==> config.mk <==
export PLATFORM = sky130hd
export DESIGN_NAME = sm3_hash_engine
export DESIGN_NICKNAME = d
export VERILOG_FILES = /design/src/rtl/core/sm3_pkg.sv /design/src/rtl/core/sm3_front.sv /design/src/rtl/core/sm3_queue.sv /design/src/rtl/core/sm3_back.sv /design/src/rtl/core/sm3_hash_engine.sv
export SDC_FILE = /design/constraint.sdc
export NUM_CORES = 2
export LEC_CHECK = 0
export BUFFER_PORTS_ARGS = -buffer_cell sky130_fd_sc_hd__buf_2
export CAP_MARGIN = 20
export CORE_ASPECT_RATIO = 1.4
export CORE_MARGIN = 10
export CORE_UTILIZATION = 45
export CTS_CLUSTER_SIZE = 25
export DETAILED_ROUTE_END_ITERATION = 8
export HOLD_SLACK_MARGIN = 0.02
export SLEW_MARGIN = 10
export SYNTH_ARGS = -nofsm -noshare
export SYNTH_HDL_FRONTEND = slang
export SYNTH_SLANG_ARGS = --single-unit
==> constraint.sdc <==
create_clock -name clk -period 25 [get_ports clk]
set_input_delay 0 -clock clk [delete_from_list [all_inputs] [get_ports clk]]
set_output_delay 0 -clock clk [all_outputs]
set_load 0.03 [all_outputs]
==> src/rtl/core/sm3_pkg.sv <==
// sm3_pkg: constants and round functions shared by the SM3 hash engine.
// No dependencies.
`timescale 1ns / 1ps
package sm3_pkg;

	localparam int WordW  = 32;
	localparam int QDepth = 4;

	localparam logic [31:0] T_LOW    = 32'h79cc4519;
	localparam logic [31:0] T_HIGH   = 32'h7a879d8a;
	localparam logic [31:0] PAD_WORD = 32'h80000000;

	localparam logic [31:0] IV [8] = '{
		32'h7380166f, 32'h4914b2b9, 32'h172442d7, 32'hda8a0600,
		32'ha96f30bc, 32'h163138aa, 32'he38dee4d, 32'hb0fb0e4e
	};

	// queue entry: one word for the compressor, plus end-of-message flag
	typedef struct packed {
		logic [31:0] word;
		logic        fin;
	} qword_t;

	function automatic logic [31:0] rotl(input logic [31:0] x, input logic [4:0] n);
		logic [63:0] d;
		d = {x, x} << n;
		return d[63:32];
	endfunction

	function automatic logic [31:0] perm0(input logic [31:0] x);
		return x ^ rotl(x, 5'd9) ^ rotl(x, 5'd17);
	endfunction

	function automatic logic [31:0] perm1(input logic [31:0] x);
		return x ^ rotl(x, 5'd15) ^ rotl(x, 5'd23);
	endfunction

endpackage

==> src/rtl/core/sm3_front.sv <==
// sm3_front: accepts message words, inserts pad, zero fill and bit length.
// Depends on sm3_pkg.
`timescale 1ns / 1ps
module sm3_front (
	input  logic               clk,
	input  logic               arst_n,
	input  logic [31:0]        msg_word,
	input  logic [2:0]         valid_bytes,
	input  logic               last_word,
	input  logic               in_valid,
	output logic               in_stall,
	output sm3_pkg::qword_t    q_data,
	output logic               q_valid,
	input  logic               q_stall
);
	import sm3_pkg::*;

	typedef enum logic [2:0] {S_IN, S_PAD80, S_ZERO, S_LENHI, S_LENLO} st_t;

	st_t         st_q;
	logic [3:0]  cnt_q;
	logic [63:0] bits_q;
	logic [2:0]  v;
	logic [31:0] keep, lastw;
	logic        take;

	assign v = (valid_bytes > 3'd4) ? 3'd4 : valid_bytes;
	always_comb begin
		unique case (v)
			3'd0:    keep = 32'h0;
			3'd1:    keep = 32'hff000000;
			3'd2:    keep = 32'hffff0000;
			3'd3:    keep = 32'hffffff00;
			default: keep = 32'hffffffff;
		endcase
	end
	assign lastw = (v == 3'd4) ? msg_word : ((msg_word & keep) | (PAD_WORD >> {v, 3'b000}));

	always_comb begin
		q_valid = 1'b1;
		q_data.fin = 1'b0;
		unique case (st_q)
			S_IN: begin
				q_valid = in_valid;
				q_data.word = last_word ? lastw : msg_word;
			end
			S_PAD80: q_data.word = PAD_WORD;
			S_ZERO:  q_data.word = '0;
			S_LENHI: q_data.word = bits_q[63:32];
			default: begin
				q_data.word = bits_q[31:0];
				q_data.fin = 1'b1;
			end
		endcase
	end
	assign in_stall = (st_q != S_IN) || q_stall;
	assign take = q_valid && !q_stall;

	always_ff @(posedge clk or negedge arst_n) begin
		if (!arst_n) begin
			st_q <= S_IN;
			cnt_q <= '0;
			bits_q <= '0;
		end else if (take) begin
			cnt_q <= cnt_q + 4'd1;
			unique case (st_q)
				S_IN: begin
					if (last_word) begin
						bits_q <= bits_q + {58'd0, v, 3'b000};
						st_q <= (v == 3'd4) ? S_PAD80 : ((cnt_q == 4'd13) ? S_LENHI : S_ZERO);
					end else begin
						bits_q <= bits_q + 64'd32;
					end
				end
				S_PAD80, S_ZERO: st_q <= (cnt_q == 4'd13) ? S_LENHI : S_ZERO;
				S_LENHI: st_q <= S_LENLO;
				default: begin
					st_q <= S_IN;
					bits_q <= '0;
				end
			endcase
		end
	end
endmodule

==> src/rtl/core/sm3_queue.sv <==
// sm3_queue: small FIFO between front and compressor.
// Depends on sm3_pkg.
`timescale 1ns / 1ps
module sm3_queue #(
	parameter int Depth = sm3_pkg::QDepth
) (
	input  logic            clk,
	input  logic            arst_n,
	input  sm3_pkg::qword_t wr_data,
	input  logic            wr_valid,
	output logic            wr_stall,
	output sm3_pkg::qword_t rd_data,
	output logic            rd_valid,
	input  logic            rd_stall
);
	import sm3_pkg::*;
	localparam int AW = $clog2(Depth);

	qword_t          mem_q [Depth];
	logic [AW-1:0]   wp_q, rp_q;
	logic [AW:0]     n_q;
	logic            wr, rd;

	assign wr_stall = (n_q == Depth[AW:0]);
	assign rd_valid = (n_q != '0);
	assign rd_data = mem_q[rp_q];
	assign wr = wr_valid && !wr_stall;
	assign rd = rd_valid && !rd_stall;

	always_ff @(posedge clk) if (wr) mem_q[wp_q] <= wr_data;

	always_ff @(posedge clk or negedge arst_n) begin
		if (!arst_n) begin
			wp_q <= '0;
			rp_q <= '0;
			n_q <= '0;
		end else begin
			if (wr) wp_q <= (wp_q == AW'(Depth - 1)) ? '0 : wp_q + 1'b1;
			if (rd) rp_q <= (rp_q == AW'(Depth - 1)) ? '0 : rp_q + 1'b1;
			n_q <= n_q + {{AW{1'b0}}, wr} - {{AW{1'b0}}, rd};
		end
	end
endmodule

==> src/rtl/core/sm3_back.sv <==
// sm3_back: gathers 16-word blocks, runs 64 rounds one per cycle, emits digest.
// Depends on sm3_pkg.
`timescale 1ns / 1ps
module sm3_back (
	input  logic            clk,
	input  logic            arst_n,
	input  sm3_pkg::qword_t q_data,
	input  logic            q_valid,
	output logic            q_stall,
	output logic [31:0]     digest_word,
	output logic [2:0]      word_index,
	output logic            last_digest,
	output logic            out_valid,
	input  logic            out_stall
);
	import sm3_pkg::*;

	typedef enum logic [1:0] {S_LOAD, S_ROUND, S_FOLD, S_OUT} st_t;

	st_t         st_q;
	logic [31:0] w_q [16];   // sliding window of W[j..j+15]
	logic [31:0] v_q [8];
	logic [31:0] cv_q [8];
	logic [3:0]  cnt_q;
	logic [5:0]  rnd_q;
	logic        fin_q;
	logic [2:0]  oidx_q;

	logic [31:0] a12, ss1, ss2, ffv, ggv, tt1, tt2, wnew, tj;

	assign tj   = rotl((rnd_q < 6'd16) ? T_LOW : T_HIGH, rnd_q[4:0]);
	assign a12  = rotl(v_q[0], 5'd12);
	assign ss1  = rotl(a12 + v_q[4] + tj, 5'd7);
	assign ss2  = ss1 ^ a12;
	assign ffv  = (rnd_q < 6'd16) ? (v_q[0] ^ v_q[1] ^ v_q[2])
		: ((v_q[0] & v_q[1]) | (v_q[0] & v_q[2]) | (v_q[1] & v_q[2]));
	assign ggv  = (rnd_q < 6'd16) ? (v_q[4] ^ v_q[5] ^ v_q[6])
		: ((v_q[4] & v_q[5]) | (~v_q[4] & v_q[6]));
	assign tt1  = ffv + v_q[3] + ss2 + (w_q[0] ^ w_q[4]);
	assign tt2  = ggv + v_q[7] + ss1 + w_q[0];
	assign wnew = perm1(w_q[0] ^ w_q[7] ^ rotl(w_q[13], 5'd15))
		^ rotl(w_q[3], 5'd7) ^ w_q[10];

	assign q_stall     = (st_q != S_LOAD);
	assign out_valid   = (st_q == S_OUT);
	assign digest_word = cv_q[oidx_q];
	assign word_index  = oidx_q;
	assign last_digest = (oidx_q == 3'd7);

	always_ff @(posedge clk) begin
		if (st_q == S_LOAD && q_valid) w_q[cnt_q] <= q_data.word;
		if (st_q == S_ROUND) begin
			for (int i = 0; i < 15; i++) w_q[i] <= w_q[i+1];
			w_q[15] <= wnew;
		end
	end

	always_ff @(posedge clk or negedge arst_n) begin
		if (!arst_n) begin
			st_q <= S_LOAD;
			cnt_q <= '0;
			rnd_q <= '0;
			fin_q <= 1'b0;
			oidx_q <= '0;
			for (int i = 0; i < 8; i++) begin
				cv_q[i] <= IV[i];
				v_q[i] <= '0;
			end
		end else begin
			unique case (st_q)
				S_LOAD: if (q_valid) begin
					cnt_q <= cnt_q + 4'd1;
					if (cnt_q == 4'd15) begin
						fin_q <= q_data.fin;
						for (int i = 0; i < 8; i++) v_q[i] <= cv_q[i];
						st_q <= S_ROUND;
					end
				end
				S_ROUND: begin
					v_q[0] <= tt1;
					v_q[1] <= v_q[0];
					v_q[2] <= rotl(v_q[1], 5'd9);
					v_q[3] <= v_q[2];
					v_q[4] <= perm0(tt2);
					v_q[5] <= v_q[4];
					v_q[6] <= rotl(v_q[5], 5'd19);
					v_q[7] <= v_q[6];
					rnd_q <= rnd_q + 6'd1;
					if (rnd_q == 6'd63) st_q <= S_FOLD;
				end
				S_FOLD: begin
					for (int i = 0; i < 8; i++) cv_q[i] <= cv_q[i] ^ v_q[i];
					st_q <= fin_q ? S_OUT : S_LOAD;
				end
				default: if (!out_stall) begin
					oidx_q <= oidx_q + 3'd1;
					if (oidx_q == 3'd7) begin
						for (int i = 0; i < 8; i++) cv_q[i] <= IV[i];
						st_q <= S_LOAD;
					end
				end
			endcase
		end
	end
endmodule

==> src/rtl/core/sm3_hash_engine.sv <==
// sm3_hash_engine: top level of the SM3 hash engine.
// Depends on sm3_pkg, sm3_front, sm3_queue, sm3_back.
//
// Usage: message words enter on in_* (msg_word, valid_bytes, last_word),
// big-endian, first byte in bits 31..24. Only the word with last_word set may
// carry 0..3 valid bytes; an empty message is a last word with zero bytes.
// After the last word the eight digest words leave on out_* in order,
// word_index 0..7, last_digest on word 7.
// Each 16-word block is loaded, run through 64 rounds (one round per cycle
// in the compressor) and folded into the chaining value; the front pads
// while the compressor works, through a 4-entry queue. After the last word
// the front pads, each remaining block is compressed, and the digest then
// leaves at one word per cycle while out_stall is low.
// Reset restores the initial value and clears all counters. A stalled output
// holds its word; the compressor waits, and input backs up through the queue.
`timescale 1ns / 1ps
module sm3_hash_engine #(
	parameter int QueueDepth = sm3_pkg::QDepth
) (
	input  logic        clk,
	input  logic        arst_n,
	input  logic [31:0] msg_word,
	input  logic [2:0]  valid_bytes,
	input  logic        last_word,
	input  logic        in_valid,
	output logic        in_stall,
	output logic [31:0] digest_word,
	output logic [2:0]  word_index,
	output logic        last_digest,
	output logic        out_valid,
	input  logic        out_stall
);
	import sm3_pkg::*;

	qword_t f_data, b_data;
	logic   f_valid, f_stall, b_valid, b_stall;

	sm3_front u_front (
		.clk, .arst_n, .msg_word, .valid_bytes, .last_word, .in_valid, .in_stall,
		.q_data(f_data), .q_valid(f_valid), .q_stall(f_stall)
	);

	sm3_queue #(.Depth(QueueDepth)) u_queue (
		.clk, .arst_n, .wr_data(f_data), .wr_valid(f_valid), .wr_stall(f_stall),
		.rd_data(b_data), .rd_valid(b_valid), .rd_stall(b_stall)
	);

	sm3_back u_back (
		.clk, .arst_n, .q_data(b_data), .q_valid(b_valid), .q_stall(b_stall),
		.digest_word, .word_index, .last_digest, .out_valid, .out_stall
	);

	a_last_idx: assert property (@(posedge clk) disable iff (!arst_n)
		out_valid |-> (last_digest == (word_index == 3'd7)))
		else $error("last_digest out of step with word_index");

	a_idx_step: assert property (@(posedge clk) disable iff (!arst_n)
		(out_valid && !out_stall && !last_digest) |=>
		(out_valid && word_index == $past(word_index) + 3'd1))
		else $error("digest words not consecutive");

	a_out_hold: assert property (@(posedge clk) disable iff (!arst_n)
		(out_valid && out_stall) |=> $stable(digest_word))
		else $error("digest changed under stall");

endmodule
# Word-level counts from Yosys, hierarchy flattened
# Memory sizes are Yosys's and may differ from the RTL's.
# Cells that the tools add are included.
[classes] muxes=43 order_cmp=3 n_eq_ne=23 reduce_logical=29 n_shift=2 bitwise=38 addsub=18
[ops] op="$mux 256" n=4
[ops] op="$pmux 256 s2" n=2
[ops] op="$xor 32x32->32" n=22
[ops] op="$add 32x32->32" n=8
[ops] op="$pmux 32 s4" n=2
[ops] op="$mux 32" n=7
[ops] op="$and 32x32->32" n=6
[ops] op="$or 32x32->32" n=4
[ops] op="$pmux 64 s2" n=1
[ops] op="$bmux 32 s3" n=1
[ops] op="$add 64x6->64" n=1
[ops] op="$add 64x6->64 const B" n=1
[ops] op="$mux 64" n=1
[ops] op="$shl 64x5->64" n=1
[ops] op="$not 32->32" n=1
[ops] op="$reduce_or 32->1" n=1
[ops] op="$shr 32x6->32 const A" n=1
[ops] op="$mux 26" n=1
[ops] op="$mux 2" n=8
[ops] op="$eq 3x2->1 const B" n=4
[ops] op="$mux 1" n=10
[ops] op="$eq 3x3->1 const B" n=3
[ops] op="$mux 3" n=3
[ops] op="$pmux 3 s3" n=1
[ops] op="other kinds (35)" n=62
[totals] output_inout_bits=38 ramBits=644 word_cells=185 inputBits=40 mem_count=2 ff_bits=606
[memory_table] name="u_back.w_q" words=16 width=32 rd=16 rd_ports_with_merged_regs=0 write_ports=16 line="sm3_back.sv:21" source="logic [31:0] w_q [16];"
[memory_table] name="u_queue.mem_q" words=4 width=33 rd=1 rd_ports_with_merged_regs=0 write_ports=1 line="sm3_queue.sv:19" source="qword_t mem_q [Depth];"

# Depth between registers and ports, before layout
[logic_depth] depth_word=10 ltp_mapped=43 ltp_nobuf=38

# Cells and area by module
# A second synthesis with hierarchy kept.
[hier_totals] cells_unflattened=6875 area_unflattened_um2=71264.6
[modules_own_cells] mod="sm3_back" area_per_inst_um2=61534.0 seq_area_each_um2=28736.3 instances=1 cells_per_inst=6130
[modules_own_cells] mod="sm3_queue" area_per_inst_um2=5223.8 seq_area_each_um2=4139.0 instances=1 cells_per_inst=211
[modules_own_cells] mod="sm3_front" area_per_inst_um2=4506.8 seq_area_each_um2=1701.6 instances=1 cells_per_inst=534

# Worst setup path before layout
# Ideal clock, no wire load.
[synth_path] kind="register -> register" start="reg u_back.rnd_q[4]" end="reg u_back.v_q[104] (netlist name)" path_buffers=6 period_less_slack_ns=8.900 setup_slack_ns=16.100 setup_time_ns=0.125 arrival_time_ns=8.775 path_stages_with_launch=38 required_ns=24.875 cell_sequence="dfrtp_1 -> buf_2 -> nor2_1 -> inv_2 -> clkbuf_1 -> buf_1 -> clkbuf_1 -> buf_1 -> ha_1 -> mux2_2 -> nor2_1 -> a211oi_1 -> a21o_1 -> mux2_2 -> fa_1 -> inv_1 -> ha_1 -> nand2_1 -> (+2 left out) -> o21ai_1 -> nor2_1 -> o311ai_2 -> xnor2_1 -> fa_1 -> fa_1 -> inv_1 -> ha_1 -> o21a_1 -> o31a_1 -> nor4_4 -> o21ai_1 -> a41o_1 -> a211oi_1 -> or3_1 -> clkbuf_1 -> a211o_1 -> nand3_1"
[synth_via] elab_chain_len=9 elab_cells_between_ends=11 classes_between="add/sub (4); order compare (1); shift (1); mux (3); bitwise (2)"
[synth_lines] element="from (decl)" line="sm3_back.sv:25" source="logic [5:0] rnd_q;"
[synth_lines] element="from (signal assigned)" line="sm3_back.sv:88" source="rnd_q <= rnd_q + 6'd1;"
[synth_lines] element="$lt 6x5->1" line="sm3_back.sv:31, sm3_back.sv:37"
[synth_lines] element="$mux 26" line="sm3_back.sv:31" source="assign tj = rotl((rnd_q < 6'd16) ? T_LOW : T_HIGH, rnd_q[4:0]);"
[synth_lines] element="$shl 64x5->64" line="sm3_pkg.sv:26" source="d = {x, x} << n;"
[synth_lines] element="$add 32x32->32" line="sm3_back.sv:33" source="assign ss1 = rotl(a12 + v_q[4] + tj, 5'd7);"
[synth_lines] element="$add 32x32->32 * (2 in series)" line="sm3_back.sv:40" source="assign tt2 = ggv + v_q[7] + ss1 + w_q[0];"
[synth_lines] element="$xor 32x32->32" line="sm3_pkg.sv:31" source="return x ^ rotl(x, 5'd9) ^ rotl(x, 5'd17);"
[synth_lines] element="$xor 32x32->32 *" line="sm3_pkg.sv:31"
[synth_lines] element="$pmux 256 s2 *" line="sm3_back.sv:70" source="unique case (st_q)"
[synth_lines] element="to (decl)" line="sm3_back.sv:22" source="logic [31:0] v_q [8];"
# Every way passes the cells marked *; elsewhere a longest branch is shown, timed or not.
# A chain may end at the register's enable or synchronous reset.

# Worst setup path in the final report
[layout_path] start="reg u_back.rnd_q[4]" end="reg u_back.v_q (netlist bit u_back.a12[3])"
[layout_via] elab_chain_len=8 elab_cells_between_ends=10 classes_between="add/sub (4); order compare (1); shift (1); mux (3); bitwise (1)"
[layout_lines] element="$lt 6x5->1" line="sm3_back.sv:31, sm3_back.sv:35"
[layout_lines] element="$mux 26" line="sm3_back.sv:31"
[layout_lines] element="$shl 64x5->64" line="sm3_pkg.sv:26"
[layout_lines] element="$add 32x32->32" line="sm3_back.sv:33"
[layout_lines] element="$xor 32x32->32" line="sm3_back.sv:34" source="assign ss2 = ss1 ^ a12;"
[layout_lines] element="$add 32x32->32 * (2 in series)" line="sm3_back.sv:39" source="assign tt1 = ffv + v_q[3] + ss2 + (w_q[0] ^ w_q[4]);"
[layout_lines] element="$pmux 256 s2 *" line="sm3_back.sv:70"
# Marked as above.

==> summary.txt <==
PortBufs -> 77
Site Rows -> 172
Layout cell share with drive strength beyond 1 -> 11.2%
Critical setup path kind -> reg -> reg
Setup TNS -> 0 ps
Synth top cells by count -> nand2_1 (1,281), edfxtp_1 (644), nor2_1 (596)
Final Max Tran Viols -> 0
First-pass GRT wire length -> 359 mm
Fill count -> 14,100
Critical path data required time -> 25,650 ps
Detailed-router iteration count before antenna repair -> 6
Synth top area share -> 27.2%
Slew HR -> 17.8%
Initial antenna violation count -> 10
Layout area overhead -> 10.6%
Root Buffer -> clkbuf_16
Initial detailed-routing violation count -> 4,169
Yosys top cell by area -> edfxtp_1
Final period util -> 44.9%
Most frequent cell after synthesis -> nand2_1
Post-cts sizing count -> 0
Maximum clock frequency -> 0.0890 GHz
Core area -> 157,000 um^2
# DRC -> 0
Critical-path top delay cell -> dfrtp_2
EDFF count, synth -> 644
Min Hold Slack -> 152 ps
DP Wirelength -> 182 mm
Final ANT Viol Nets -> 0
Synth Warn # -> 0
Worst path max stage delay -> 1000 ps
Final setup viols -> 0
Sequential fraction of the synthesis area -> 48.7%
Clk sinks -> 1,247
Syn_nets -> 7,198
GRT Total Usage -> 28.0%
Initial Util -> 45.3%
Async SR Flop Fraction -> 48.4%
Num CTS Buffers -> 135
Vias -> 52,000
Worst Max-Slew Pin Slew -> 1220 ps
Worst endpoint data arrival time -> 11,890 ps
Max Cap Violations -> 0
Drt wl/cell -> 27.6 um
Max Fanout on Critical Path -> 54
Critical path launch point type -> flop
Ranking of synthesized cells by area -> edfxtp_1 (27%), dfrtp_1 (17%), nand2_1 (6.8%), fa_1 (5.4%), mux2i_1 (5.0%)
Nets -> 7,161
Vias per std cell -> 5.77
GP Congestion -> 1.02
Setup crit end kind -> flop
WL final -> 249 mm
Die width -> 356 um
Yosys reg bits -> 1,247
Final hold violation count -> 0
Worst path most repeated cell -> o21ai_0
Tmin final -> 11,230 ps
Vias in the first global route -> 50,900
Skew-Pair Late Insertion Delay -> 810 ps
Post-synthesis cell type count -> 87
Final instance area -> 78,500 um^2
Tightest Hold Check Type -> in -> reg
Unrepaired setup endpoints after global routing -> false
Setup ws final -> 13,770 ps
# Post-CTS Setup Buffers -> 0
CTS H-tree depth -> 4
Largest net degree at the start of global routing -> 171
DP Area -> 73,500 um^2
Netlist Area Pre-Place -> 71,000 um^2
CTS max path bufs -> 3
Total gr overflow -> 0
Ports -> 78
Synthesized area per cell -> 10.4 um^2
Reg clk slew, reported paths -> 60 ps
CTS tree -> yes
Die Y -> 490 um
Dominant synthesized flop cell -> edfxtp_1
Die area -> 174,000 um^2
Cell count after synthesis -> 6,847
Status -> finished, final reports clean
Place WS -> 13,950 ps
Clock Skew -> 37.9 ps
==> repair_timing <==
action / 4_1_cts / 5_1_grt
setup endpoints to repair: 0 / 0
hold buffers: 42 / 0
endpoints found under the hold margin: 250 / 0
==> per-layer routing <==
metal | track usage [%] | up-vias | part of all wire (%)
li1 | - | 23700 | -
met1 | 31.0 | 26200 | 36
met2 | 48.8 | 1693 | 51
met3 | 4.40 | 521 | 4.9
met4 | 19.6 | 2 | 8.5
met5 | 0 | - | 0.0052
==> sequential cells by signal, summed over array words and instances (netlist names), 4 cells and up <==
name            flops
u_back.w_q        512
u_back.cv_q       256
u_back.v_q        224
u_queue.mem_q     132
u_front.bits_q     61
u_back.a12         32
u_back.rnd_q        6
u_back.cnt_q        4
u_front.cnt_q       4
==> per-stage QoR <==
| stage | util (%) | cells |
|---|---|---|
| floorplan | - | 6847 |
| global placement | 46.8 | 8715 |
| detailed placement | 46.8 | 8717 |
| CTS | 50.0 | 9005 |
| global route | 50.1 | 9013 |
| finish | 50.1 | 9017 |
==> kinds of logic (layout without fill, tap and decap cells) <==
kind of cell / after synthesis / in the layout / share of synthesized area [%]
AND/OR/NAND/NOR: 2256 / 2256 / 13.0
XOR/XNOR: 493 / 493 / 6.24
flip-flops: 1247 / 1247 / 48.7
adder cells (fa/ha/maj): 311 / 311 / 7.49
buffers and inverters: 688 / 760 / 3.65
AO/OA/AOI/OAI: 1274 / 1274 / 10.8
other: 0 / 10 / 0
multiplexers: 578 / 578 / 10.1
==> worst max-delay path: cells and delay by family, from the launching register on <==
family | cells | cell delay [ps]
AOI/OAI and AO/OA | 16 | 4710
adders and majority gates | 7 | 2880
and+or+nand+nor | 4 | 570
DFF | 1 | 1000
xor gates and xnor gates | 3 | 960
buffers and inverters | 4 | 920
==> cell type report <==
| cell class | instances | area (um^2) | area share (%) |
|---|---|---|---|
| Antenna cell | 10 | 25.0 | 0.0319 |
| Tap cell | 2088 | 2610 | 3.33 |
| Multi-Input combinational cell | 4912 | 34000 | 43.3 |
| Clock inverter | 52 | 702 | 0.894 |
| Sequential cell | 1247 | 34600 | 44.0 |
| Timing Repair Buffer | 202 | 1560 | 1.99 |
| Clock buffer | 194 | 3860 | 4.92 |
| Inverter | 312 | 1180 | 1.50 |
==> path summary, 6_finish.rpt <==
kind / startpoint / depth (start not counted) / slack [ps] / endpoint
max: u_back.rnd_q[4] / 34 / 13770 / u_back.a12[3]
min: msg_word[20] / 3 / 150 / u_queue.mem_q[1][21]
max reg2reg: u_back.rnd_q[4] / 34 / 13770 / u_back.a12[3]
min reg2reg: u_front.cnt_q[3] / 1 / 490 / u_front.cnt_q[3]
max in group asynchronous: arst_n / 8 / 21200 / u_back.cv_q[22]
min in group asynchronous: arst_n / 3 / 460 / u_back.cv_q[113]
==> cell usage in the layout (no fill, tap or decap), types with 17 or more instances in the layout <==
cell,synthesis,final
nand4_1,22,22
nor2b_1,18,18
xnor2_1,383,383
mux2_2,126,126
dlygate4sd3_1,0,41
dfstp_2,119,119
nor3_1,27,27
nand3_1,184,184
inv_1,311,310
xor2_1,102,102
and3_1,51,51
or3_1,17,17
ha_1,121,119
mux4_2,98,98
fa_1,190,190
mux2i_1,354,354
buf_4,2,75
a21o_1,48,48
clkbuf_16,0,138
a21oi_1,509,508
edfxtp_1,644,644
a31oi_1,35,35
nor2_1,596,595
buf_2,4,76
nand2_1,1281,1270
o211ai_1,21,21
a22o_1,141,141
a22oi_1,22,22
clkbuf_8,0,20
dfrtp_1,484,477
clkbuf_1,329,36
o21ai_0,356,352
Power is left out: the tool's default activity adds up to more than one toggle a clock period on the data nets, which glitch-free logic cannot reach.
